File: config.mk
export PLATFORM = sky130hd
export DESIGN_NAME = intel_hex_record_parser_core
export DESIGN_NICKNAME = d
export VERILOG_FILES = /design/src/sv/ihex_pkg.sv /design/src/sv/ihex_cfg.sv /design/src/sv/intel_hex_record_parser_core.sv
export SDC_FILE = /design/constraint.sdc
export NUM_CORES = 1
export LEC_CHECK = 0
export BUFFER_PORTS_ARGS = -buffer_cell sky130_fd_sc_hd__buf_2
export CORE_ASPECT_RATIO = 1.2
export CORE_MARGIN = 10
export CORE_UTILIZATION = 25
export DETAILED_ROUTE_END_ITERATION = 12
export PLACE_DENSITY = 0.43
export RECOVER_POWER = 50
export REMOVE_ABC_BUFFERS = 1
export SYNTH_ARGS = -nofsm -noshare
export SYNTH_HDL_FRONTEND = slang
export SYNTH_SLANG_ARGS = --single-unit
File: constraint.sdc
create_clock -name clk -period 7.2 [get_ports clk]
set_input_delay 1.44 -clock clk [delete_from_list [all_inputs] [get_ports clk]]
set_output_delay 1.44 -clock clk [all_outputs]
set_load 0.02 [all_outputs]
File: src/sv/ihex_pkg.sv
`timescale 1ns / 1ps

package ihex_pkg;

    typedef enum logic [2:0] {
        PH_IDLE,
        PH_LEN,
        PH_ADDR,
        PH_TYPE,
        PH_EXT,
        PH_DATA,
        PH_CKSUM,
        PH_SKIP
    } phase_t;

    typedef enum logic [1:0] {
        KIND_DATA,
        KIND_ACCEPT,
        KIND_REJECT,
        KIND_EOF
    } kind_t;

    typedef enum logic [2:0] {
        ERR_NONE,
        ERR_NO_COLON,
        ERR_BAD_DIGIT,
        ERR_BAD_TYPE,
        ERR_TOO_LONG,
        ERR_CHECKSUM,
        ERR_SHORT_LINE
    } err_t;

    localparam logic [7:0] CHAR_COLON = 8'h3a;
    localparam logic [7:0] CHAR_NUL   = 8'h00;
    localparam logic [7:0] CHAR_LF    = 8'h0a;
    localparam logic [7:0] CHAR_CR    = 8'h0d;

    localparam logic [7:0] REC_DATA    = 8'h00;
    localparam logic [7:0] REC_EOF     = 8'h01;
    localparam logic [7:0] REC_EXT_SEG = 8'h02;
    localparam logic [7:0] REC_EXT_LIN = 8'h04;

    localparam logic [7:0] MAX_LEN_RESET = 8'd64;

    localparam logic [7:0] REG_MAX_LEN_ADDR = 8'h00;

    // bit 4 set when the character is a hex digit
    function automatic logic [4:0] hex_digit(input logic [7:0] c);
        logic [4:0] r;
        r = 5'b0;
        if (c inside {[8'h30:8'h39]}) begin
            r = {1'b1, 4'(c - 8'h30)};
        end
        else if (c inside {[8'h41:8'h46]}) begin
            r = {1'b1, 4'(c - 8'h37)};
        end
        else if (c inside {[8'h61:8'h66]}) begin
            r = {1'b1, 4'(c - 8'h57)};
        end
        return r;
    endfunction

    function automatic logic is_eol(input logic [7:0] c);
        return (c == CHAR_NUL) || (c == CHAR_LF) || (c == CHAR_CR);
    endfunction

endpackage

File: src/sv/ihex_cfg.sv
`timescale 1ns / 1ps

module ihex_cfg (
    input  logic        clk,
    input  logic        rst_n,
    input  logic        psel,
    input  logic        penable,
    input  logic        pwrite,
    input  logic [1:0]  paddr,
    input  logic [31:0] pwdata,
    output logic [31:0] prdata,
    output logic        pready,
    output logic [7:0]  max_record_len
);

    logic [7:0] max_len_reg;
    logic [7:0] max_len_next;
    logic       addr_hit;

    assign pready   = 1'b1;
    assign addr_hit = ({6'b0, paddr} == ihex_pkg::REG_MAX_LEN_ADDR);

    always_comb
    begin
        max_len_next = max_len_reg;
        if (psel && penable && pwrite && addr_hit) begin
            max_len_next = pwdata[7:0];
        end
    end

    always_ff @(posedge clk or negedge rst_n)
    begin
        if (!rst_n) begin
            max_len_reg <= ihex_pkg::MAX_LEN_RESET;
        end
        else begin
            max_len_reg <= max_len_next;
        end
    end

    assign prdata         = addr_hit ? {24'b0, max_len_reg} : 32'b0;
    assign max_record_len = max_len_reg;

endmodule

File: src/sv/intel_hex_record_parser_core.sv
`timescale 1ns / 1ps

// intel hex record parser, one ascii character per input word
// input channel: in_valid / in_stall / in_char; a word is taken at a clock
//   edge with in_valid high and in_stall low
// output channel: out_valid / out_stall and the result fields; each input
//   word gives zero or one result word (data byte, record accepted, record
//   rejected, end of file)
// a result appears on the output in the cycle after its character is taken;
//   one character is taken every cycle while the output flows
// the character decode, the 8-bit running sum and the 32-bit address add sit
//   between the parser state and the output register
// a held result is kept while out_stall is high; in_stall follows it, so no
//   character is taken until the held word leaves (the same cycle it leaves)
// after end of file every character is taken and dropped
// reset clears the parser to wait for a line start, the extended base to zero
//   and max_record_len (apb address 0) to 64; write it only while idle

module intel_hex_record_parser_core (
    input  logic        clk,
    input  logic        rst_n,
    input  logic        in_valid,
    output logic        in_stall,
    input  logic [7:0]  in_char,
    output logic        out_valid,
    input  logic        out_stall,
    output logic [1:0]  result_kind,
    output logic [31:0] address,
    output logic [7:0]  data_byte,
    output logic [7:0]  record_type,
    output logic [2:0]  error_code,
    input  logic        psel,
    input  logic        penable,
    input  logic        pwrite,
    input  logic [1:0]  paddr,
    input  logic [31:0] pwdata,
    output logic [31:0] prdata,
    output logic        pready
);

    logic [7:0] max_len;

    ihex_cfg u_cfg (
        .clk            (clk),
        .rst_n          (rst_n),
        .psel           (psel),
        .penable        (penable),
        .pwrite         (pwrite),
        .paddr          (paddr),
        .pwdata         (pwdata),
        .prdata         (prdata),
        .pready         (pready),
        .max_record_len (max_len)
    );

    ihex_pkg::phase_t phase_reg, phase_next;
    logic [1:0]  nib_reg, nib_next;
    logic [15:0] field_reg, field_next;
    logic [7:0]  len_reg, len_next;
    logic [15:0] offset_reg, offset_next;
    logic [7:0]  type_reg, type_next;
    logic [7:0]  sum_reg, sum_next;
    logic [7:0]  index_reg, index_next;
    logic [31:0] base_reg, base_next;
    logic        eof_reg, eof_next;

    logic        out_valid_reg, out_valid_next;
    logic [1:0]  kind_reg, kind_next;
    logic [31:0] addr_reg, addr_next;
    logic [7:0]  byte_reg, byte_next;
    logic [7:0]  rtype_reg, rtype_next;
    logic [2:0]  err_reg, err_next;

    logic        take;
    logic        eol;
    logic [4:0]  dig;
    logic [15:0] fv;
    logic [2:0]  cnt;
    logic        is_word;
    logic        field_done;
    logic [7:0]  sum_add;
    logic [7:0]  tc;
    logic [7:0]  index_inc;
    logic [31:0] data_addr;

    assign in_stall   = out_valid_reg && out_stall;
    assign take       = in_valid && !in_stall && !eof_reg;
    assign eol        = ihex_pkg::is_eol(in_char);
    assign dig        = ihex_pkg::hex_digit(in_char);
    assign fv         = {field_reg[11:0], dig[3:0]};
    assign cnt        = {1'b0, nib_reg} + 3'd1;
    assign is_word    = (phase_reg == ihex_pkg::PH_ADDR) || (phase_reg == ihex_pkg::PH_EXT);
    assign field_done = is_word ? (cnt == 3'd4) : (cnt == 3'd2);
    assign sum_add    = cnt[0] ? sum_reg : sum_reg + fv[7:0];
    assign tc         = fv[7:0];
    assign index_inc  = index_reg + 8'd1;
    assign data_addr  = base_reg + {16'b0, offset_reg} + {24'b0, index_reg};

    // next phase
    always_comb
    begin
        phase_next = phase_reg;
        if (take) begin
            case (phase_reg)
                ihex_pkg::PH_IDLE:
                begin
                    if (!eol) begin
                        phase_next = (in_char == ihex_pkg::CHAR_COLON) ?
                                     ihex_pkg::PH_LEN : ihex_pkg::PH_SKIP;
                    end
                end
                ihex_pkg::PH_SKIP:
                begin
                    if (eol) begin
                        phase_next = ihex_pkg::PH_IDLE;
                    end
                end
                ihex_pkg::PH_LEN, ihex_pkg::PH_ADDR, ihex_pkg::PH_TYPE,
                ihex_pkg::PH_EXT, ihex_pkg::PH_DATA, ihex_pkg::PH_CKSUM:
                begin
                    if (eol) begin
                        phase_next = ihex_pkg::PH_IDLE;
                    end
                    else if (!dig[4]) begin
                        phase_next = ihex_pkg::PH_SKIP;
                    end
                    else if (field_done) begin
                        case (phase_reg)
                            ihex_pkg::PH_LEN:  phase_next = ihex_pkg::PH_ADDR;
                            ihex_pkg::PH_ADDR: phase_next = ihex_pkg::PH_TYPE;
                            ihex_pkg::PH_TYPE:
                            begin
                                if (tc == ihex_pkg::REC_EOF) begin
                                    phase_next = ihex_pkg::PH_IDLE;
                                end
                                else if (tc == ihex_pkg::REC_EXT_SEG ||
                                         tc == ihex_pkg::REC_EXT_LIN) begin
                                    phase_next = (len_reg == 8'd2) ?
                                                 ihex_pkg::PH_EXT : ihex_pkg::PH_SKIP;
                                end
                                else if (tc != ihex_pkg::REC_DATA ||
                                         len_reg > max_len) begin
                                    phase_next = ihex_pkg::PH_SKIP;
                                end
                                else begin
                                    phase_next = (len_reg == 8'd0) ?
                                                 ihex_pkg::PH_CKSUM : ihex_pkg::PH_DATA;
                                end
                            end
                            ihex_pkg::PH_EXT:  phase_next = ihex_pkg::PH_CKSUM;
                            ihex_pkg::PH_DATA:
                            begin
                                phase_next = (index_inc >= len_reg) ?
                                             ihex_pkg::PH_CKSUM : ihex_pkg::PH_DATA;
                            end
                            default:           phase_next = ihex_pkg::PH_SKIP;
                        endcase
                    end
                end
                default:
                begin
                    phase_next = ihex_pkg::PH_IDLE;
                end
            endcase
        end
    end

    // datapath and result
    always_comb
    begin
        nib_next    = nib_reg;
        field_next  = field_reg;
        len_next    = len_reg;
        offset_next = offset_reg;
        type_next   = type_reg;
        sum_next    = sum_reg;
        index_next  = index_reg;
        base_next   = base_reg;
        eof_next    = eof_reg;

        out_valid_next = out_valid_reg && out_stall;
        kind_next      = kind_reg;
        addr_next      = addr_reg;
        byte_next      = byte_reg;
        rtype_next     = rtype_reg;
        err_next       = err_reg;

        if (take) begin
            kind_next = ihex_pkg::KIND_REJECT;
            addr_next = 32'b0;
            byte_next = 8'b0;
            err_next  = ihex_pkg::ERR_NONE;
            case (phase_reg)
                ihex_pkg::PH_IDLE:
                begin
                    if (!eol) begin
                        type_next = 8'b0;
                        if (in_char != ihex_pkg::CHAR_COLON) begin
                            out_valid_next = 1'b1;
                            err_next       = ihex_pkg::ERR_NO_COLON;
                        end
                        else begin
                            sum_next   = 8'b0;
                            index_next = 8'b0;
                            nib_next   = 2'b0;
                            field_next = 16'b0;
                        end
                    end
                end
                ihex_pkg::PH_SKIP:
                begin
                end
                ihex_pkg::PH_LEN, ihex_pkg::PH_ADDR, ihex_pkg::PH_TYPE,
                ihex_pkg::PH_EXT, ihex_pkg::PH_DATA, ihex_pkg::PH_CKSUM:
                begin
                    if (eol) begin
                        out_valid_next = 1'b1;
                        err_next       = ihex_pkg::ERR_SHORT_LINE;
                    end
                    else if (!dig[4]) begin
                        out_valid_next = 1'b1;
                        err_next       = ihex_pkg::ERR_BAD_DIGIT;
                    end
                    else begin
                        field_next = fv;
                        nib_next   = cnt[1:0];
                        sum_next   = sum_add;
                        if (field_done) begin
                            nib_next   = 2'b0;
                            field_next = 16'b0;
                            case (phase_reg)
                                ihex_pkg::PH_LEN:  len_next = fv[7:0];
                                ihex_pkg::PH_ADDR: offset_next = fv;
                                ihex_pkg::PH_TYPE:
                                begin
                                    type_next = tc;
                                    if (tc == ihex_pkg::REC_EOF) begin
                                        eof_next       = 1'b1;
                                        out_valid_next = 1'b1;
                                        kind_next      = ihex_pkg::KIND_EOF;
                                    end
                                    else if (tc == ihex_pkg::REC_EXT_SEG ||
                                             tc == ihex_pkg::REC_EXT_LIN) begin
                                        if (len_reg != 8'd2) begin
                                            out_valid_next = 1'b1;
                                            err_next       = ihex_pkg::ERR_BAD_TYPE;
                                        end
                                    end
                                    else if (tc != ihex_pkg::REC_DATA) begin
                                        out_valid_next = 1'b1;
                                        err_next       = ihex_pkg::ERR_BAD_TYPE;
                                    end
                                    else if (len_reg > max_len) begin
                                        out_valid_next = 1'b1;
                                        err_next       = ihex_pkg::ERR_TOO_LONG;
                                    end
                                end
                                ihex_pkg::PH_EXT:  offset_next = fv;
                                ihex_pkg::PH_DATA:
                                begin
                                    index_next     = index_inc;
                                    out_valid_next = 1'b1;
                                    kind_next      = ihex_pkg::KIND_DATA;
                                    addr_next      = data_addr;
                                    byte_next      = fv[7:0];
                                end
                                ihex_pkg::PH_CKSUM:
                                begin
                                    out_valid_next = 1'b1;
                                    if (sum_add != 8'd0) begin
                                        err_next = ihex_pkg::ERR_CHECKSUM;
                                    end
                                    else begin
                                        kind_next = ihex_pkg::KIND_ACCEPT;
                                        if (type_reg == ihex_pkg::REC_EXT_SEG) begin
                                            base_next = {12'b0, offset_reg, 4'b0};
                                        end
                                        else if (type_reg == ihex_pkg::REC_EXT_LIN) begin
                                            base_next = {offset_reg, 16'b0};
                                        end
                                    end
                                end
                                default:
                                begin
                                end
                            endcase
                        end
                    end
                end
                default:
                begin
                end
            endcase
            rtype_next = type_next;
        end
    end

    always_ff @(posedge clk or negedge rst_n)
    begin
        if (!rst_n) begin
            phase_reg     <= ihex_pkg::PH_IDLE;
            nib_reg       <= 2'b0;
            field_reg     <= 16'b0;
            len_reg       <= 8'b0;
            offset_reg    <= 16'b0;
            type_reg      <= 8'b0;
            sum_reg       <= 8'b0;
            index_reg     <= 8'b0;
            base_reg      <= 32'b0;
            eof_reg       <= 1'b0;
            out_valid_reg <= 1'b0;
        end
        else begin
            phase_reg     <= phase_next;
            nib_reg       <= nib_next;
            field_reg     <= field_next;
            len_reg       <= len_next;
            offset_reg    <= offset_next;
            type_reg      <= type_next;
            sum_reg       <= sum_next;
            index_reg     <= index_next;
            base_reg      <= base_next;
            eof_reg       <= eof_next;
            out_valid_reg <= out_valid_next;
        end
    end

    always_ff @(posedge clk)
    begin
        kind_reg  <= kind_next;
        addr_reg  <= addr_next;
        byte_reg  <= byte_next;
        rtype_reg <= rtype_next;
        err_reg   <= err_next;
    end

    assign out_valid   = out_valid_reg;
    assign result_kind = kind_reg;
    assign address     = addr_reg;
    assign data_byte   = byte_reg;
    assign record_type = rtype_reg;
    assign error_code  = err_reg;

endmodule

==> flow_summary_export.csv <==
group,metric,value,unit
run_status,status,"complete, but fails checks",
run_status,violations,"max-capacitance violations, max-slew violations",
routing,wl_met3,741,um
logic_synthesis,ys_ff_latch,156,
logic_synthesis,async_flop_share,66.0,%
setup_path,start_kind,"primary input",
die,die_h,226,um
setup_path,r2r_setup_slack,1930,ps
grt,grt-ovfl-total,0,
placement,dp.cells,1370,
grt,grt_usage,11.0,%
logic_synthesis,synth.cell_area,0.00883,mm2
placement,portBuffers,87,
logic_synthesis,synth_edf_count,53,
setup_path,required,7500,ps
sta,finalCriticalPeriod,5960,ps
logic_synthesis,syn_area_per_cell,10.4,um2
finish,drive_above_1_share,12.0,%
cts,htree_levels,4,
grt,grt_max_degree,65,
setup_path,worst_setup_path_end_kind,"register",
logic_synthesis,synth_cell_types,67,
cts,cts-root-buf,"clkbuf_16",
power_and_ir_drop,p_leak,0.00457,uW
hold_path,hold_path_startpoint,"base_reg[31]",
finish,fin_nets,1039,
cts,clk_pin_slew,60,ps
power_and_ir_drop,ir_worst_vdd,0.157,mV
sta,report.final.setup_viol,0,
setup_path,crit_arrival,6260,ps
routing,ant_nets,0,
power_and_ir_drop,p_per_area,244,mW/mm2
die,die_area,0.0433,mm2
sta,fmax,0.168,GHz
routing,drtPass1Iterations,4,
finish,stdcell_area,0.0101,mm2
finish,largest_register_ff_count,32,
setup_path,r2r_start,"out_valid",
sta,setup_ws,1240,ps
die,start_util,25.3,%
logic_synthesis,yosys_warnings,0,
grt,grt_pass1_wl,37.4,mm
die,rows,75,
finish,area_growth_syn_to_layout,14.9,%
sta,grt_setup_unrepaired,"no",
routing,drt_iter0_drc,308,
setup_path,rr_worst_depth,6,
logic_synthesis,synth_flop_cell,"dfrtp_1",
routing,route.met2.wl,11.9,mm
hold_path,hp-class,"reg -> reg",
placement,place_ws,911,ps
routing,dr_total_vias,6371,
cts,clock-sinks,156,
routing,wirelength,23.4,mm
die,io_pins,137,
die,coreArea,0.0349,mm2
sta,fin_crit_sh,82.8,%
placement,dpl-instance-area,0.00968,mm2
routing,vias_per_cell,4.54,
sta,tightest_slew,3330,ps
routing,top_layer,"met4",
placement,dp_hpwl,17.3,mm
routing,wl_met1,10.5,mm
cts,cts_buffers,17,
routing,remaining_drc_errors,0,
setup_path,path_class,"in -> reg",
finish,final_cells,1402,
setup_path,r2r-end,"offset_reg[15]",
setup_path,path_max_fanout,61,
sta,relSlewSlack,-122,%
cts,worstSkewPairLatency,430,ps
logic_synthesis,synth_seq_area_share,47.2,%
routing,wl_per_cell,16.7,um
hold_path,worstHoldPathCells,2,
grt,grt_pass1_vias,6615,
grt,antenna_found_initial,0,
run,maxCapViolations,3,
cts,cts_buffer_depth,2,
logic_synthesis,synth_cells,846,
cts,holdBufCountCts,0,
cts,post_cts_buffers,0,
finish,diodes,0,
placement,routabilityCongestion,0.843,
die,die_w,192,um
sta,slew_viol_final,168,
sta,finalClockSkew,14.2,ps
cts,cts_tree,"done",
cts,cts_resized,0,
sta,hold_viol,0,
hold_path,hold-path-endpoint,"base_reg[31]",
report_power, final:
part / leakage (uW) / internal (uW) / total (uW) / switching [uW]
Sequential: 0.00193 / 1010 / 1100 / 94.9
Combinational: 0.00238 / 168 / 520 / 352
Clock: 0.000258 / 456 / 855 / 399
kinds of logic (layout without fill, tap and decap cells):
logic type | after synthesis | in the layout | share of synthesized area (%)
muxes | 38 | 38 | 4.72
buffers and inverters | 79 | 150 | 4.66
adders and majority gates | 64 | 64 | 9.55
AOI/OAI and AO/OA | 171 | 171 | 13.5
xor gates and xnor gates | 42 | 42 | 4.17
other | 2 | 25 | 0.0850
and+or+nand+nor | 294 | 294 | 16.1
DFF | 156 | 156 | 47.2
through the flow:
step                      total power, uW  hold WS [ps]  TNS, ps  utilization (%)
final                                2480           487        0             29.1
after detailed placement             1660           483        0             27.7
after global placement               1650           486        0             27.7
after CTS                            2520           497        0             29.3
after global routing                 2620           517        0             29.1
after floorplan                      1460           429   -37490                -
how the worst max path moves through the flow:
stage	start	endpoint	cells after the start
final	out_stall	offset_reg[15]	7
after global routing	out_stall	offset_reg[15]	7
after CTS	in_char[0]	base_reg[5]	17
after detailed placement	in_char[0]	base_reg[4]	17
after global placement	in_char[0]	base_reg[5]	17
after floorplan	out_stall	offset_reg[10]	5
routing by layer:
layer,GRT usage (%),up-vias
li1,-,3174
met1,13.4,3074
met2,19.0,106
met3,2.13,17
met4,3.43,0
met5,0,-
cells in the final DEF, fill, tap and decap left out, types with 19 or more instances in the layout:
cell / synthesis / layout
conb_1: 2 / 25
buf_2: 5 / 31
o21ai_0: 45 / 45
clkbuf_1: 22 / 57
mux2_2: 29 / 29
nor3_1: 19 / 19
nand3_1: 41 / 41
ha_1: 57 / 57
xor2_1: 24 / 24
edfxtp_1: 53 / 53
dfrtp_1: 102 / 102
a22o_1: 37 / 37
a21oi_1: 22 / 22
inv_1: 21 / 21
nand2_1: 88 / 88
nor2_1: 67 / 67
synthesized netlist by cell type (4+ instances only):
cell | count | area [um2]
xor2_1 | 24 | 210
and3_1 | 12 | 75.1
buf_2 | 5 | 25.0
a21o_1 | 18 | 135
nand2b_1 | 12 | 75.1
dfrtp_1 | 102 | 2550
nor2_1 | 67 | 251
nand3b_1 | 4 | 30.0
nand4_1 | 7 | 43.8
xnor2_1 | 18 | 158
ha_1 | 57 | 713
mux2_2 | 29 | 327
nor3_1 | 19 | 95.1
and2_1 | 15 | 93.8
o21ai_1 | 6 | 30.0
fa_1 | 6 | 120
o21bai_1 | 4 | 30.0
nor4_1 | 6 | 37.5
nand3_1 | 41 | 205
o21ai_0 | 45 | 225
clkbuf_1 | 22 | 82.6
nor2b_1 | 7 | 43.8
nand2_1 | 88 | 330
a31oi_1 | 6 | 37.5
mux2i_1 | 9 | 90.1
inv_1 | 21 | 78.8
buf_4 | 25 | 188
a21oi_1 | 22 | 110
edfxtp_1 | 53 | 1590
buf_1 | 4 | 15.0
a211oi_1 | 4 | 30.0
a22o_1 | 37 | 324
final cells by class:
class | count | area, um2
fill | 3718 | 24800
multi-input combinational | 634 | 4340
sequential | 156 | 4170
tap | 462 | 578
clock buffer | 18 | 439
timing repair buffer | 97 | 434
clock inverter | 14 | 109
inverter | 21 | 78.8
worst max-delay path, cell delays in order:
cell      delay (ps)
buf_2            100
nand2_1           90
inv_1             60
nor3b_1          180
clkbuf_1        2360
nand3_1         1380
mux2_2           600
Note: power is estimated with default switching activity, not from simulation.
